$ cat src/lru_pr_pkg.sv
// shared types and constants for the lru page replacement block
package lru_pr_pkg;

    localparam int PAGE_W      = 16;
    localparam int FRAME_IDX_W = 3;
    localparam int COUNT_W     = 32;
    localparam int CFG_W       = 4;

    // reset value of the active frame count register
    localparam logic [CFG_W-1:0] ACTIVE_FRAMES_RST = 4'd4;

    typedef struct packed {
        logic [PAGE_W-1:0] page;
        logic              end_of_string;
    } t_in_word;

    typedef struct packed {
        logic                   hit;
        logic [FRAME_IDX_W-1:0] frame_index;
        logic                   evicted_valid;
        logic [PAGE_W-1:0]      evicted_page;
        logic [COUNT_W-1:0]     hit_total;
        logic [COUNT_W-1:0]     fault_total;
    } t_out_word;

    // outcome of one lookup
    typedef struct packed {
        logic hit;
        logic evict;
    } t_decision;

endpackage

$ cat src/lru_pr_lookup.sv
// frame search: hit match, empty frame and lru victim selection
module lru_pr_lookup #(
    parameter int MAX_FRAMES = 8,
    parameter int PW         = 16,
    parameter int IW         = 3,
    parameter int RW         = 3
) (
    input  logic [PW-1:0]                  i_page,
    input  logic [lru_pr_pkg::CFG_W-1:0]   i_active_frames,
    input  logic [PW-1:0]                  i_frame_page [MAX_FRAMES],
    input  logic [MAX_FRAMES-1:0]          i_frame_valid,
    input  logic [RW-1:0]                  i_frame_rank [MAX_FRAMES],
    output lru_pr_pkg::t_decision          o_dec,
    output logic [MAX_FRAMES-1:0]          o_active,
    output logic [MAX_FRAMES-1:0]          o_sel,
    output logic [IW-1:0]                  o_sel_idx,
    output logic [RW-1:0]                  o_old_rank,
    output logic [PW-1:0]                  o_evicted_page
);

    localparam int MW = $clog2(MAX_FRAMES + 1);
    localparam int LW = (MW > lru_pr_pkg::CFG_W) ? MW : lru_pr_pkg::CFG_W;
    localparam logic [LW-1:0] MAX_L = LW'(MAX_FRAMES);

    logic [LW-1:0]         cfg_ext;
    logic [LW-1:0]         live;
    logic [MAX_FRAMES-1:0] match;
    logic [MAX_FRAMES-1:0] empty;
    logic [IW-1:0]         hit_idx;
    logic [IW-1:0]         empty_idx;
    logic [IW-1:0]         vict_idx;
    logic [RW-1:0]         best;
    logic [PW-1:0]         page_or;
    logic [RW-1:0]         rank_or;

    // zero acts as one frame, anything above the built count as the built count
    assign cfg_ext = LW'(i_active_frames);
    always_comb begin
        if (cfg_ext == '0) begin
            live = LW'(1);
        end else if (cfg_ext > MAX_L) begin
            live = MAX_L;
        end else begin
            live = cfg_ext;
        end
    end

    always_comb begin
        for (int i = 0; i < MAX_FRAMES; i++) begin
            o_active[i] = (LW'(i) < live);
            match[i]    = o_active[i] && i_frame_valid[i] && (i_frame_page[i] == i_page);
            empty[i]    = o_active[i] && !i_frame_valid[i];
        end
    end

    // lowest index wins
    always_comb begin
        hit_idx   = '0;
        empty_idx = '0;
        for (int i = MAX_FRAMES - 1; i >= 0; i--) begin
            if (match[i]) begin
                hit_idx = IW'(i);
            end
            if (empty[i]) begin
                empty_idx = IW'(i);
            end
        end
    end

    // largest rank, lowest index on a tie
    always_comb begin
        best     = '0;
        vict_idx = '0;
        for (int i = 0; i < MAX_FRAMES; i++) begin
            if (o_active[i] && (i_frame_rank[i] > best)) begin
                best     = i_frame_rank[i];
                vict_idx = IW'(i);
            end
        end
    end

    always_comb begin
        o_dec.hit   = |match;
        o_dec.evict = 1'b0;
        if (|match) begin
            o_sel_idx = hit_idx;
        end else if (|empty) begin
            o_sel_idx = empty_idx;
        end else begin
            o_sel_idx   = vict_idx;
            o_dec.evict = 1'b1;
        end
    end

    always_comb begin
        page_or = '0;
        rank_or = '0;
        for (int i = 0; i < MAX_FRAMES; i++) begin
            o_sel[i] = (IW'(i) == o_sel_idx);
            page_or  = page_or | (i_frame_page[i] & {PW{o_sel[i]}});
            rank_or  = rank_or | (i_frame_rank[i] & {RW{o_sel[i]}});
        end
    end

    assign o_old_rank     = rank_or;
    assign o_evicted_page = o_dec.evict ? page_or : '0;

endmodule

$ cat src/lru_pr_frames.sv
// frame table: page, valid and rank registers with their lru update
module lru_pr_frames #(
    parameter int MAX_FRAMES = 8,
    parameter int PW         = 16,
    parameter int IW         = 3,
    parameter int RW         = 3
) (
    input  logic                          i_clk,
    input  logic                          i_rst_n,
    input  logic                          i_en,
    input  logic [PW-1:0]                 i_page,
    input  logic                          i_end_of_string,
    input  logic [lru_pr_pkg::CFG_W-1:0]  i_active_frames,
    output lru_pr_pkg::t_decision         o_dec,
    output logic [IW-1:0]                 o_sel_idx,
    output logic [PW-1:0]                 o_evicted_page
);

    localparam logic [RW-1:0] RANK_MAX = RW'(MAX_FRAMES - 1);

    logic [PW-1:0]         r_page [MAX_FRAMES];
    logic [MAX_FRAMES-1:0] r_valid;
    logic [RW-1:0]         r_rank [MAX_FRAMES];
    logic [MAX_FRAMES-1:0] n_valid;
    logic [RW-1:0]         n_rank [MAX_FRAMES];

    logic [MAX_FRAMES-1:0] active;
    logic [MAX_FRAMES-1:0] sel;
    logic [RW-1:0]         old_rank;

    lru_pr_lookup #(
        .MAX_FRAMES (MAX_FRAMES),
        .PW         (PW),
        .IW         (IW),
        .RW         (RW)
    ) u_lookup (
        .i_page          (i_page),
        .i_active_frames (i_active_frames),
        .i_frame_page    (r_page),
        .i_frame_valid   (r_valid),
        .i_frame_rank    (r_rank),
        .o_dec           (o_dec),
        .o_active        (active),
        .o_sel           (sel),
        .o_sel_idx       (o_sel_idx),
        .o_old_rank      (old_rank),
        .o_evicted_page  (o_evicted_page)
    );

    // touched frame goes to rank 0, younger valid active frames age by one, end of string clears all
    always_comb begin
        for (int i = 0; i < MAX_FRAMES; i++) begin
            n_valid[i] = r_valid[i];
            n_rank[i]  = r_rank[i];
            if (i_end_of_string) begin
                n_valid[i] = 1'b0;
                n_rank[i]  = '0;
            end else if (sel[i]) begin
                n_valid[i] = 1'b1;
                n_rank[i]  = '0;
            end else if (active[i] && r_valid[i] && (!o_dec.hit || r_rank[i] < old_rank)
                         && (r_rank[i] < RANK_MAX)) begin
                n_rank[i] = r_rank[i] + RW'(1);
            end
        end
    end

    always_ff @(posedge i_clk) begin
        if (!i_rst_n) begin
            r_valid <= '0;
            for (int i = 0; i < MAX_FRAMES; i++) begin
                r_rank[i] <= '0;
            end
        end else if (i_en) begin
            r_valid <= n_valid;
            for (int i = 0; i < MAX_FRAMES; i++) begin
                r_rank[i] <= n_rank[i];
            end
        end
    end

    always_ff @(posedge i_clk) begin
        for (int i = 0; i < MAX_FRAMES; i++) begin
            if (i_en && sel[i] && !o_dec.hit) begin
                r_page[i] <= i_page;
            end
        end
    end

endmodule

$ cat src/lru_page_replacement.sv
// top level of the fully associative lru page replacement block
// an accepted word waits in the input register and fires into the result register once that stage is free
// throughput: one word per cycle while the result side does not stall
// the output register lets a new word enter while a finished result waits
// reset (synchronous, active low) clears valid bits, ranks, counters and both stages
// and sets the active frame count to 4; stored page numbers are not cleared
module lru_page_replacement #(
    parameter int MAX_FRAMES = 8,
    parameter int PAGE_BITS  = 16
) (
    input  logic                          i_clk,
    input  logic                          i_rst_n,
    // input channel
    input  logic                          i_valid,
    input  lru_pr_pkg::t_in_word          i_word,
    output logic                          o_stall,
    // result channel
    output logic                          o_valid,
    output lru_pr_pkg::t_out_word         o_word,
    input  logic                          i_stall,
    // configuration: active frame count
    input  logic                          i_cfg_wr_en,
    input  logic [lru_pr_pkg::CFG_W-1:0]  i_cfg_wr_data
);

    // stored page width: pages are masked to PAGE_BITS and never exceed the field width
    localparam int PW = (PAGE_BITS < lru_pr_pkg::PAGE_W) ? PAGE_BITS : lru_pr_pkg::PAGE_W;
    localparam int IW = (MAX_FRAMES > 1) ? $clog2(MAX_FRAMES) : 1;
    localparam int RW = IW;
    localparam int FW = lru_pr_pkg::FRAME_IDX_W;

    // configuration register
    logic [lru_pr_pkg::CFG_W-1:0] r_active_frames;

    // input stage
    logic                 r_in_vld;
    lru_pr_pkg::t_in_word r_in;

    // result stage
    logic                  r_out_vld;
    lru_pr_pkg::t_out_word r_out;
    lru_pr_pkg::t_out_word n_out;

    // running counts for the current string
    logic [lru_pr_pkg::COUNT_W-1:0] r_hit_cnt;
    logic [lru_pr_pkg::COUNT_W-1:0] r_fault_cnt;
    logic [lru_pr_pkg::COUNT_W-1:0] n_hit_cnt;
    logic [lru_pr_pkg::COUNT_W-1:0] n_fault_cnt;

    logic                  out_free;
    logic                  fire;
    logic                  in_load;
    logic [PW-1:0]         page_m;
    lru_pr_pkg::t_decision dec;
    logic [IW-1:0]         sel_idx;
    logic [PW-1:0]         ev_page;
    logic [IW+FW-1:0]      sel_idx_ext;

    // handshake: result stage drains when taken, compute fires into a free result stage
    assign out_free = !r_out_vld || !i_stall;
    assign fire     = r_in_vld && out_free;
    assign in_load  = !r_in_vld || fire;
    assign o_stall  = !in_load;

    assign page_m = r_in.page[PW-1:0];

    always_ff @(posedge i_clk) begin
        if (!i_rst_n) begin
            r_active_frames <= lru_pr_pkg::ACTIVE_FRAMES_RST;
        end else if (i_cfg_wr_en) begin
            r_active_frames <= i_cfg_wr_data;
        end
    end

    // input register
    always_ff @(posedge i_clk) begin
        if (!i_rst_n) begin
            r_in_vld <= 1'b0;
        end else if (in_load) begin
            r_in_vld <= i_valid;
        end
    end

    always_ff @(posedge i_clk) begin
        if (in_load && i_valid) begin
            r_in <= i_word;
        end
    end

    // frame table and lookup
    lru_pr_frames #(
        .MAX_FRAMES (MAX_FRAMES),
        .PW         (PW),
        .IW         (IW),
        .RW         (RW)
    ) u_frames (
        .i_clk           (i_clk),
        .i_rst_n         (i_rst_n),
        .i_en            (fire),
        .i_page          (page_m),
        .i_end_of_string (r_in.end_of_string),
        .i_active_frames (r_active_frames),
        .o_dec           (dec),
        .o_sel_idx       (sel_idx),
        .o_evicted_page  (ev_page)
    );

    // saturating counts, reported including this word
    always_comb begin
        n_hit_cnt   = r_hit_cnt;
        n_fault_cnt = r_fault_cnt;
        if (dec.hit) begin
            if (r_hit_cnt != '1) begin
                n_hit_cnt = r_hit_cnt + lru_pr_pkg::COUNT_W'(1);
            end
        end else begin
            if (r_fault_cnt != '1) begin
                n_fault_cnt = r_fault_cnt + lru_pr_pkg::COUNT_W'(1);
            end
        end
    end

    // frame index field keeps the low bits of the frame number
    assign sel_idx_ext = (IW + FW)'(sel_idx);

    always_comb begin
        n_out.hit           = dec.hit;
        n_out.frame_index   = sel_idx_ext[FW-1:0];
        n_out.evicted_valid = dec.evict;
        n_out.evicted_page  = lru_pr_pkg::PAGE_W'(ev_page);
        n_out.hit_total     = n_hit_cnt;
        n_out.fault_total   = n_fault_cnt;
    end

    // counters clear after the last word of a string
    always_ff @(posedge i_clk) begin
        if (!i_rst_n) begin
            r_hit_cnt   <= '0;
            r_fault_cnt <= '0;
        end else if (fire) begin
            if (r_in.end_of_string) begin
                r_hit_cnt   <= '0;
                r_fault_cnt <= '0;
            end else begin
                r_hit_cnt   <= n_hit_cnt;
                r_fault_cnt <= n_fault_cnt;
            end
        end
    end

    // result register
    always_ff @(posedge i_clk) begin
        if (!i_rst_n) begin
            r_out_vld <= 1'b0;
        end else if (out_free) begin
            r_out_vld <= fire;
        end
    end

    always_ff @(posedge i_clk) begin
        if (fire) begin
            r_out <= n_out;
        end
    end

    assign o_valid = r_out_vld;
    assign o_word  = r_out;

    // a word that fires always lands in the result stage
    a_fire_lands: assert property (@(posedge i_clk) disable iff (!i_rst_n)
        fire |=> r_out_vld)
        else $error("fired word did not reach the result stage");

    // end of string leaves both counters at zero
    a_eos_clears: assert property (@(posedge i_clk) disable iff (!i_rst_n)
        fire && r_in.end_of_string |=> (r_hit_cnt == '0) && (r_fault_cnt == '0))
        else $error("counters not cleared after end of string");

    // a hit never evicts, and no eviction reports a page
    a_hit_no_evict: assert property (@(posedge i_clk) disable iff (!i_rst_n)
        o_valid && o_word.hit |-> !o_word.evicted_valid)
        else $error("hit reported an eviction");

    a_no_evict_zero: assert property (@(posedge i_clk) disable iff (!i_rst_n)
        o_valid && !o_word.evicted_valid |-> (o_word.evicted_page == '0))
        else $error("evicted page nonzero without eviction");

    // input stalls only when both stages are full and the result is held
    a_stall_cause: assert property (@(posedge i_clk) disable iff (!i_rst_n)
        o_stall |-> r_in_vld && r_out_vld && i_stall)
        else $error("input stalled without a full pipeline");

endmodule

$ cat config.mk
export PLATFORM = sky130hd
export DESIGN_NAME = lru_page_replacement
export DESIGN_NICKNAME = d
export VERILOG_FILES = /design/src/lru_pr_pkg.sv /design/src/lru_pr_lookup.sv /design/src/lru_pr_frames.sv /design/src/lru_page_replacement.sv
export SDC_FILE = /design/constraint.sdc
export NUM_CORES = 1
export LEC_CHECK = 0
export ABC_CLOCK_PERIOD_IN_PS = 17300
export BUFFER_PORTS_ARGS = -buffer_cell sky130_fd_sc_hd__clkbuf_2
export CAP_MARGIN = 20
export CORE_UTILIZATION = 61
export CTS_CLUSTER_DIAMETER = 200
export DETAILED_ROUTE_END_ITERATION = 10
export PLACE_DENSITY = 0.87
export SETUP_SLACK_MARGIN = 0.2
export SYNTH_ARGS = -nofsm -noshare
export SYNTH_HDL_FRONTEND = slang
export SYNTH_SLANG_ARGS = --single-unit
$ cat constraint.sdc
create_clock -name i_clk -period 17.3 [get_ports i_clk]
set_clock_uncertainty 0.1 [all_clocks]
set_input_delay 2.595 -clock i_clk [delete_from_list [all_inputs] [get_ports i_clk]]
set_output_delay 2.595 -clock i_clk [all_outputs]
set_load 0.02 [all_outputs]
; Yosys cells after proc, flatten, opt, wreduce, memory -nomap -nowiden
; Index checks and enable logic that the tools add are counted.
[word_totals]
register_bits = 332
in_bits = 26
out_inout_bits = 87
elab_cells = 334
[classes]
addsub = 10
order_cmp = 33
eq_ne = 17
n_mux = 82
bitwise_logic = 30
n_reduce_logical = 125
[ops]
columns = op, n
row1 = 32-bit 2-to-1 mux, 6
row2 = 3-bit 2-to-1 mux, 55
row3 = 16-bit bitwise AND, 8
row4 = 16-bit == test, 8
row5 = 16-bit OR, 7
row6 = 1-bit logical AND, 66
row7 = "32-bit by 1-bit adder with 32-bit output, second input constant", 2
row8 = "32-bit inequality test, second input constant", 2
row9 = 2-bit AND reduction, 16
row10 = "3-bit by 1-bit adder with 3-bit output, second input constant", 8
row11 = 3-bit bitwise AND, 8
row12 = 3-bit < comparator, 8
row13 = "3-bit < comparator, second input constant", 8
row14 = 3-bit nonzero test, 8
row15 = 3-bit greater-than comparator, 7
row16 = 3-bit OR, 7
row17 = 1-bit 2-to-1 mux, 19
row18 = "3-bit by 4-bit < comparator with 1-bit output, first input constant", 4
row19 = 2-bit nonzero test, 8
row20 = 8-bit OR reduction, 2
row21 = 1-bit logical NOT, 13
row22 = "3-bit == test, first input constant", 4
row23 = 1-bit logical OR, 10
row24 = "1-bit by 4-bit < comparator with 1-bit output, first input constant", 2
row25 = 8 further kinds, 11

; Longest topological paths before layout
; Gate-level depths: netlist of the first run.
[depth]
depth_word = 45
depth_mapped = 64
depth_no_buf = 62

; By module
; From an unflattened synthesis of the first run, not the netlist that was laid out.
[hier_totals]
hier_cells = 1803
area_unflattened_um2 = 18676.7
[modules_own_cells]
columns = module, instances, cells_each, area_per_inst_um2, seq_area_each_um2
row1 = lru_page_replacement, 1, 707, 7822.5, 4464.3
row2 = lru_pr_frames, 1, 398, 5989.5, 4484.3
row3 = lru_pr_lookup, 1, 698, 4864.7, 0.0

; Least setup slack after synthesis of the first run
; OpenSTA, ideal clock, no wires.
[synth_path]
path_kind = flip-flop to flip-flop
startpoint = reg u_frames.r_rank[21] (netlist name)
endpoint = reg u_frames.r_page[100] (netlist name) (enable)
setup_ns = 0.430
arrival_time_ns = 11.405
required_time_ns = 16.770
path_slack_ns = 5.364
stages_incl_launch_ff = 55
n_path_buf = 3
path_cell_list = dfxtp_1 -> inv_1 -> ha_1 -> a21o_1 -> ha_1 -> nand3b_1 -> nand2_1 -> nand2_1 -> o21ai_0 -> ha_1 -> nor2_1 -> o221ai_1 -> a21oi_1 -> nor2_1 -> a21oi_1 -> ha_1 -> o21ai_0 -> nand3b_1 -> [... 19 more ...] -> o21a_1 -> o21ai_0 -> mux2_2 -> ha_1 -> o21ai_0 -> a31oi_1 -> a211oi_1 -> a21oi_1 -> o21bai_1 -> a31oi_1 -> nor2_1 -> nor2_1 -> nor2_1 -> inv_2 -> clkbuf_1 -> clkbuf_1 -> buf_1 -> nor4_1
[synth_between]
elab_chain_len = 29
elab_cells_between_ends = 35
[synth_rtl]
columns = element, line_no
row1 = start: declaration, lru_pr_frames.sv:23  ; logic [RW-1:0] r_rank [MAX_FRAMES];
row2 = start signal: indexed assignment, lru_pr_frames.sv:77  ; r_rank[i] <= n_rank[i];
row3 = 3-bit by 1-bit greater-than comparator with 1-bit output, lru_pr_lookup.sv:75  ; if (o_active[i] && (i_frame_rank[i] > best)) begin
row4 = 1-bit logical AND, lru_pr_lookup.sv:75
row5 = 3-bit 2-to-1 mux (*), lru_pr_lookup.sv:75
row6 = 3-bit greater-than comparator, lru_pr_lookup.sv:75
row7 = 1-bit logical AND, lru_pr_lookup.sv:75
row8 = 3-bit 2-to-1 mux (*), lru_pr_lookup.sv:75
row9 = 3-bit greater-than comparator, lru_pr_lookup.sv:75
row10 = 1-bit logical AND, lru_pr_lookup.sv:75
row11 = [... 13 more ...], n/a
row12 = 3-bit greater-than comparator, lru_pr_lookup.sv:75
row13 = 1-bit logical AND, lru_pr_lookup.sv:75
row14 = 3-bit 2-to-1 mux (*), lru_pr_lookup.sv:75
row15 = 3-bit 2-to-1 mux (*), lru_pr_lookup.sv:87  ; end else if (|empty) begin
row16 = 3-bit 2-to-1 mux (*), lru_pr_lookup.sv:85  ; if (|match) begin
row17 = via sel_idx[1], lru_page_replacement.sv:55  ; logic [IW-1:0] sel_idx;
row18 = 1-bit by 3-bit == test with 1-bit output (*), lru_pr_lookup.sv:99  ; o_sel[i] = (IW'(i) == o_sel_idx);
row19 = 1-bit logical AND (*) (2 in a row), lru_pr_frames.sv:84  ; if (i_en && sel[i] && !o_dec.hit) begin
row20 = end signal: indexed assignment, lru_pr_frames.sv:85  ; r_page[i] <= i_page;
row21 = end: declaration, lru_pr_frames.sv:21  ; logic [PW-1:0] r_page [MAX_FRAMES];
; Mark *: on every way through the listed nets, which the timed path passes. The rest lies on a longest branch.
; A chain may end at the register's enable or synchronous reset.

; Worst setup path after layout of the first run
[layout_path]
startpoint = reg u_frames.r_rank[21] (netlist name)
endpoint = reg u_frames.r_rank[7] (netlist name)
[layout_between]
elab_chain_len = 41
elab_cells_between_ends = 63
[layout_rtl]
columns = element, line_no
row1 = 3-bit by 1-bit greater-than comparator with 1-bit output, lru_pr_lookup.sv:75
row2 = 1-bit logical AND, lru_pr_lookup.sv:75
row3 = 3-bit 2-to-1 mux, lru_pr_lookup.sv:75
row4 = 3-bit greater-than comparator, lru_pr_lookup.sv:75
row5 = 1-bit logical AND, lru_pr_lookup.sv:75
row6 = 3-bit 2-to-1 mux, lru_pr_lookup.sv:75
row7 = 3-bit greater-than comparator, lru_pr_lookup.sv:75
row8 = 1-bit logical AND, lru_pr_lookup.sv:75
row9 = [... 19 more ...], n/a
row10 = 3-bit bitwise AND, lru_pr_lookup.sv:101  ; rank_or = rank_or | (i_frame_rank[i] & {RW{o_sel[i]}});
row11 = 3-bit OR (7 in a row), lru_pr_lookup.sv:101
row12 = 3-bit < comparator, lru_pr_frames.sv:61  ; end else if (active[i] && r_valid[i] && (!o_dec.hit || r_rank[i] < old_rank)
row13 = 1-bit logical OR, lru_pr_frames.sv:61
row14 = 1-bit logical AND, lru_pr_frames.sv:61
row15 = 1-bit logical AND, lru_pr_frames.sv:62  ; && (r_rank[i] < RANK_MAX)) begin
row16 = 3-bit nonzero test (no line), n/a
row17 = 2-bit AND reduction (no line), n/a
; Several ways; a longest one is shown, not always the timed one.

==> summary.txt, run 1 <==
Yosys
  • Mapped Cells: 1,704
  • Number of synthesized register bits: 332
  • Simple-gate share of the synthesized area: 18.1%
  • Sequential-to-total area share from yosys stat: 51.8%
  • Post-synthesis xor/xnor area fraction: 9.94%
  • Syn Nets: 1,754
  • Main flop type after synthesis: edfxtp_1
  • FFs w/ async S/R, synth: 0%
  • Synth Area in Compound Gates: 13.5%
  • Post-synth top area cell: edfxtp_1
  • Number of synthesized flops with an enable pin: 230
  • Largest family of logic cells by synthesized area: simple AND/OR/NAND/NOR gates
  • Post-synth top area share: 40.0%
  • Multiplexer share of the synthesized area: 1.04%
  • Synthesized cell area: 17,300 sq um
  • Distinct cell type count after synthesis: 96
  • Ys Warns: 0
  • Mean Syn Cell Area: 10.1 sq um
  • Largest cells by area after synthesis: edfxtp_1 (40%), dfxtp_1 (12%), xor2_1 (5.1%)
  • Adder-cell share of the synthesized area: 2.40%

Clocking
  • TritonCTS Sinks: 332
  • Root Buffer: clkbuf_16
  • CTS tree: done
  • Clk_lat worst skew: 530 ps
  • H-Tree Depth: 2
  • Reg clk slew, reported paths: 60 ps
  • CTS max path bufs: 3
  • Gates resized, CTS repair: 0
  • TritonCTS Buffers: 35
  • Post-CTS Setup Inserts: 0
  • CTS Hold Bufs: 0

Worst setup path
  • Crit-path slowest cell: inv_2
  • CP Capture Type: register
  • Slowest stage delay, CP: 470 ps
  • Critical Path Most Common Cell: ha_1
  • Critical path arrival: 13,890 ps
  • Setup CP Type: register to register
  • CP Max Fanout: 42
  • CP startpoint kind: register
  • Critical path required time: 17,630 ps

GRT
  • GRT Resource Usage Total: 33.8%
  • Initial antenna violation count: 0
  • GR Overflow Total: 0
  • Vias in the first global route: 13,305
  • First-pass GRT wire length: 74.9 mm
  • Largest net degree at the start of global routing: 91

Routing
  • Starting DRT DRC Count: 2,063
  • DRC violations left: 0
  • Routed vias: 14,188
  • Via/cell ratio: 6.50
  • WL final: 48.6 mm
  • Final ANT Viol Nets: 0
  • Wirelength per Cell: 22.3 um
  • Pre-antenna DRT Iters: 8

Run status
  • Status: complete, no violations

Place
  • Cells after DPL: 2,121
  • Hpwl dp: 32.9 mm
  • Port Buf Inserts: 112
  • Gpl congestion: 1.01
  • Placement Setup Slack: 4060 ps

Timing
  • Setup TNS: 0 ps
  • Final Hold Vio Count: 0
  • Setup ws final: 3740 ps
  • Measured slew at the worst slew-check pin: 1050 ps
  • Final Cycle Share: 78.4%
  • Setup-failing EPs final: 0
  • Max-slew violation count: 0
  • Final Critical Period: 13,560 ps
  • RSZ-0062 raised after global routing: no
  • Fmax: 73.7 MHz
  • Slew Limit Headroom: 29.8%

Die
  • Top Ports: 113
  • Core Area: 27,800 sq um
  • Full die area: 29,000 sq um
  • Initial Util: 62.2%
  • Row cnt: 61
  • Die Y-Extent: 170 um
  • Die Wd: 170 um

Final layout
  • Number of diodes: 0
  • Share of cells above drive strength 1: 13.2%
  • Layout Cells excl Fill: 2,182
  • Final nets: 1,830
  • Layout area overhead: 11.4%
  • Fillers: 2,062

Min path
  • Worst Hold Class: register to register

Flow run
  • Max-Cap Viols: 0

Power and ir drop
  • VDD IR max: 0.119 mV
  • Power Dens Cells: 91.6 nW/um^2
  • Leakage power: 6.80 nW
[cell type report]
cell class              count  area, sq um  share of cell area (%)
flip-flops and latches    332         8950                    46.5
multi-input cells        1237         7810                    40.6
clock buffers              46          958                    4.98
repair buffers            136          748                    3.89
well taps                 378          473                    2.46
clock inverters            15          150                   0.780
inverters                  38          150                   0.780
[cell usage in the layout (no fill, tap or decap), types with 6 or more instances in the layout]
cell / count
and2_1: 10
inv_1: 33
xnor2_1: 96
o21a_1: 7
maj3_1: 8
nor3_1: 41
nand3_1: 75
and3_1: 18
o21ai_0: 56
a22oi_1: 45
ha_1: 24
a211oi_1: 9
nand2_1: 198
a221o_1: 7
nor2b_1: 6
a21oi_1: 99
nor2_1: 160
xor2_1: 100
nand4_1: 37
clkinv_1: 6
or3_1: 13
nor4_2: 7
clkbuf_16: 36
nor3b_1: 6
a221oi_1: 9
mux2i_1: 10
o31ai_1: 6
a31oi_1: 28
nand2b_1: 8
clkbuf_1: 8
clkbuf_2: 112
nand3b_1: 11
nor4_1: 27
dfxtp_1: 102
o211ai_1: 6
buf_4: 23
edfxtp_1: 230
[final timing paths]
path,slack [ps],depth (start not counted),endpoint,from
worst max-delay path,3740,58,u_frames.r_rank[7],u_frames.r_rank[21]
worst min-delay path,430,2,r_hit_cnt[0],r_hit_cnt[0]
worst max register to register,3740,58,u_frames.r_rank[7],u_frames.r_rank[21]
worst min register to register,430,2,r_hit_cnt[0],r_hit_cnt[0]
[layer usage]
| layer | GRT usage (%) | vias up | part of all wire, % |
|---|---|---|---|
| li1 | - | 6383 | - |
| met1 | 44.3 | 6766 | 38 |
| met2 | 54.3 | 858 | 47 |
| met3 | 5.51 | 181 | 9.4 |
| met4 | 17.1 | 0 | 5.3 |
| met5 | 0 | - | 0 |
[report_power, final]
part           internal (mW)  switching, mW
logic                 0.0461         0.0939
clock network          0.423          0.310
registers              0.866         0.0226
[cell families after synthesis]
logic type | after synthesis
and+or+nand+nor | 648
AOI/OAI and AO/OA | 342
DFF | 332
xor gates and xnor gates | 196
buffers and inverters | 135
adders and majority gates | 35
muxes | 16
[critical path, delay by kind of cell, from the launching register on]
family,cells,cell delay (ps)
compound gates,26,5750
fa+ha+maj,11,3200
buf+inv,4,1030
flops,1,430
mux,4,1340
simple gates,13,1560
[stage by stage]
stage	hold slack [ps]	utilization (%)	area [sq um]	power, mW
after floorplan	350	-	17300	0.994
after global placement	377	65.2	18100	1.04
after detailed placement	408	65.3	18100	1.04
after CTS	422	69.3	19200	1.76
after global routing	449	69.3	19200	1.81
final	428	69.3	19200	1.76
[cells in the mapped netlist (18+ instances only)]
| cell type | n |
|---|---|
| nor3_1 | 41 |
| a22oi_1 | 45 |
| clkbuf_1 | 57 |
| nand2_1 | 199 |
| and3_1 | 18 |
| edfxtp_1 | 230 |
| nor2_1 | 162 |
| a21oi_1 | 99 |
| dfxtp_1 | 102 |
| xnor2_1 | 96 |
| buf_2 | 23 |
| a31oi_1 | 28 |
| o21ai_0 | 56 |
| nand3_1 | 75 |
| xor2_1 | 100 |
| inv_1 | 34 |
| ha_1 | 24 |
| nor4_1 | 34 |
| nand4_1 | 37 |
[sequential cells by signal, indices dropped and copies added (netlist names)]
name	cells
r_hit_cnt	32
o_valid	1
r_fault_cnt	32
r_in	1
r_in_vld	1
r_active_frames	4
u_frames.r_rank	24
u_frames.r_page	128
o_word	85
page_m	16
u_frames.r_valid	8
(Power assumes the default switching activity.)
==> run 2, diff against run 1 <==
--- a/config.mk
+++ b/config.mk
@@ -5,13 +5,14 @@
 export SDC_FILE = /design/constraint.sdc
 export NUM_CORES = 1
 export LEC_CHECK = 0
-export ABC_CLOCK_PERIOD_IN_PS = 17300
+export ABC_AREA = 1
+export ABC_CLOCK_PERIOD_IN_PS = 11250
 export BUFFER_PORTS_ARGS = -buffer_cell sky130_fd_sc_hd__clkbuf_2
 export CAP_MARGIN = 20
-export CORE_UTILIZATION = 61
+export CORE_UTILIZATION = 56
 export CTS_CLUSTER_DIAMETER = 200
 export DETAILED_ROUTE_END_ITERATION = 10
-export PLACE_DENSITY = 0.87
+export PLACE_DENSITY = 0.84
 export SETUP_SLACK_MARGIN = 0.2
 export SYNTH_ARGS = -nofsm -noshare
 export SYNTH_HDL_FRONTEND = slang
==> constraint.sdc (replaced) <==
create_clock -name i_clk -period 11.25 [get_ports i_clk]
set_clock_uncertainty 0.1 [all_clocks]
set_input_delay 1.6875 -clock i_clk [delete_from_list [all_inputs] [get_ports i_clk]]
set_output_delay 1.6875 -clock i_clk [all_outputs]
set_load 0.02 [all_outputs]
==> run 2 against run 1 <==
Net effect:
- utilization down 5.2 points
- cell count up 27%
- first-iteration DRC count down 3.0%
- critical endpoint is now o_word[78]
- largest cell class unchanged
==> summary.txt, run 2 <==
Yosys
  • Largest cells by area after synthesis: edfxtp_1 (37%), dfxtp_1 (11%), nand2_1 (10%)
  • Sequential-to-total area share from yosys stat: 48.3%
  • FFs w/ async S/R, synth: 0%
  • Mean Syn Cell Area: 8.51 sq um
  • Count leader, synth: nand2_1
  • Top cells by instance count after synthesis: nand2_1 (498), inv_1 (264), edfxtp_1 (230)
  • Synthesized cell area: 18,500 sq um
  • Syn Nets: 2,228
  • Post-synth top area cell: edfxtp_1
  • Main flop type after synthesis: edfxtp_1
  • Ys Warns: 0
  • Number of synthesized flops with an enable pin: 230
  • Mapped Cells: 2,178
  • Number of synthesized register bits: 332
  • Distinct cell type count after synthesis: 65
  • Post-synth top area share: 37.3%

Run status
  • Status: complete, no violations

Routing
  • Wirelength per Cell: 20.6 um
  • Pre-antenna DRT Iters: 8
  • Via/cell ratio: 5.92
  • Met3 WL: 4.88 mm
  • Uppermost routed layer: met4
  • Starting DRT DRC Count: 2,002
  • Routed vias: 16,351
  • M1 WL: 23.6 mm
  • Routed length on met2: 25.5 mm
  • WL final: 56.8 mm
  • DRC violations left: 0
  • Final ANT Viol Nets: 0

Die
  • Core Area: 32,500 sq um
  • Initial Util: 57.0%
  • Row cnt: 66
  • Die Y-Extent: 184 um
  • Top Ports: 113
  • Die Wd: 184 um
  • Full die area: 33,800 sq um

Final layout
  • Share of cells above drive strength 1: 15.4%
  • Most common cell after layout, fill and taps aside: nand2_1
  • Final Instance Area: 20,800 sq um
  • Biggest register: u_frames.r_page
  • Layout Utilization: 64.0%
  • Layout area overhead: 12.4%
  • Max reg flops: 128
  • Number of diodes: 0
  • Most frequent cells in the layout: nand2_1 (497), inv_1 (261), edfxtp_1 (230)
  • Fillers: 2,743
  • Final nets: 2,341

GRT
  • First-pass GRT wire length: 85.7 mm
  • GRT Resource Usage Total: 33.2%
  • Initial antenna violation count: 0
  • Vias in the first global route: 15,293
  • GR Overflow Total: 0
  • Largest net degree at the start of global routing: 69

Clocking
  • CTS max path bufs: 3
  • CTS tree: done
  • TritonCTS Buffers: 37
  • CTS Hold Bufs: 0
  • Clk_lat worst skew: 540 ps
  • TritonCTS Sinks: 332
  • Reg clk slew, reported paths: 70 ps
  • Root Buffer: clkbuf_16
  • H-Tree Depth: 2

Worst setup path
  • Crit-path slowest cell: dfxtp_1
  • Critical path required time: 11,410 ps
  • Crit path launch: u_frames.r_rank[21]
  • Setup CP Type: register to register
  • CP Max Fanout: 12
  • R2R setup slack: 1020 ps
  • CP startpoint kind: register
  • Reg-to-Reg Start: u_frames.r_rank[21]
  • Critical path arrival: 10,390 ps
  • Slowest stage delay, CP: 410 ps
  • CP Capture Type: register

Timing
  • Final Cycle Share: 91.0%
  • Setup-failing EPs final: 0
  • Final Critical Period: 10,230 ps
  • Fmax: 97.7 MHz
  • Measured slew at the worst slew-check pin: 933 ps
  • RSZ-0062 raised after global routing: no
  • Final Hold Vio Count: 0
  • Setup TNS: 0 ps
  • Slew Limit Headroom: 37.8%
  • Max-slew violation count: 0

Place
  • Hpwl dp: 40.5 mm
  • Gpl congestion: 1.00
  • Port Buf Inserts: 112
  • Placed Area: 19,400 sq um

Power and ir drop
  • Total power: 2.85 mW
  • Leakage power: 8.48 nW
  • VDD IR max: 0.169 mV
  • Power Dens Cells: 137 nW/um^2

Min path
  • Min-delay src: r_active_frames[0]
  • Worst Hold Class: register to register

Flow run
  • Max-Cap Viols: 0
[run 2: cell count changes after synthesis, moves of 20 or more]
cell / before / now
a21oi_1: 99 / 126
a22oi_1: 45 / 2
clkbuf_1: 57 / 29
inv_1: 34 / 264
inv_2: 3 / 23
nand2_1: 199 / 498
nand2_2: 1 / 44
nand3_1: 75 / 105
nand4_1: 37 / 59
nor4_1: 34 / 54
xnor2_1: 96 / 43
[run 2: layer usage]
layer	global-route usage [%]	vias to the layer above
met5	0	-
met3	4.30	175
li1	-	7542
met2	52.6	967
met1	45.3	7667
met4	15.6	0
[run 2: path summary, 6_finish.rpt]
kind,cells past startpoint,endpoint
min,2,r_active_frames[0]
max,60,o_word[78]
max reg2reg,60,o_word[78]
min reg2reg,2,r_active_frames[0]
[run 2: per-stage QoR]
step	hold slack, ps	cells	setup slack [ps]
2_1_floorplan	344	2178	1680
3_3_place_gp	355	2685	975
3_5_place_dp	366	2685	692
4_1_cts	376	2753	584
5_1_grt	395	2762	252
6_report	377	2762	1020
[run 2: cell families (layout without fill, tap and decap cells)]
logic type	after synthesis	after routing	share of synthesized area, %
simple gates	1079	1079	27.8
buf+inv	365	507	8.10
flops	332	332	48.3
compound gates	249	249	8.07
xor+xnor	127	127	6.00
fa+ha+maj	24	24	1.62
mux	2	2	0.108
[run 2: power breakdown]
part | switching (mW) | total, mW | internal, mW | leakage (nW)
Sequential | 0.0276 | 1.35 | 1.33 | 3.02
Clock | 0.509 | 1.26 | 0.752 | 0.606
Combinational | 0.171 | 0.239 | 0.0680 | 4.85
[run 2: final cells by class]
class	count	area [sq um]	area share [%]
Clock inverter	21	241	1.16
Tap cell	442	553	2.65
Timing Repair Buffer	141	816	3.92
Clock buffer	47	1010	4.83
Inverter	298	1160	5.55
Multi-Input combinational cell	1481	8110	38.9
Sequential cell	332	8950	43.0
[run 2: what timing repair did]
| action | CTS | global route |
|---|---|---|
| setup buffers | 0 | 8 |
| endpoints found under the setup margin | 0 | 152 |
| hold endpoints to repair | 0 | 0 |
| gates resized for setup | 0 | 13 |
[run 2: critical path, delay by kind of cell (launching register included)]
family	cells	cell delay (ps)
AOI/OAI and AO/OA	16	2860
adders and majority gates	8	2280
buffers and inverters	5	700
DFF	1	410
and+or+nand+nor	31	3590
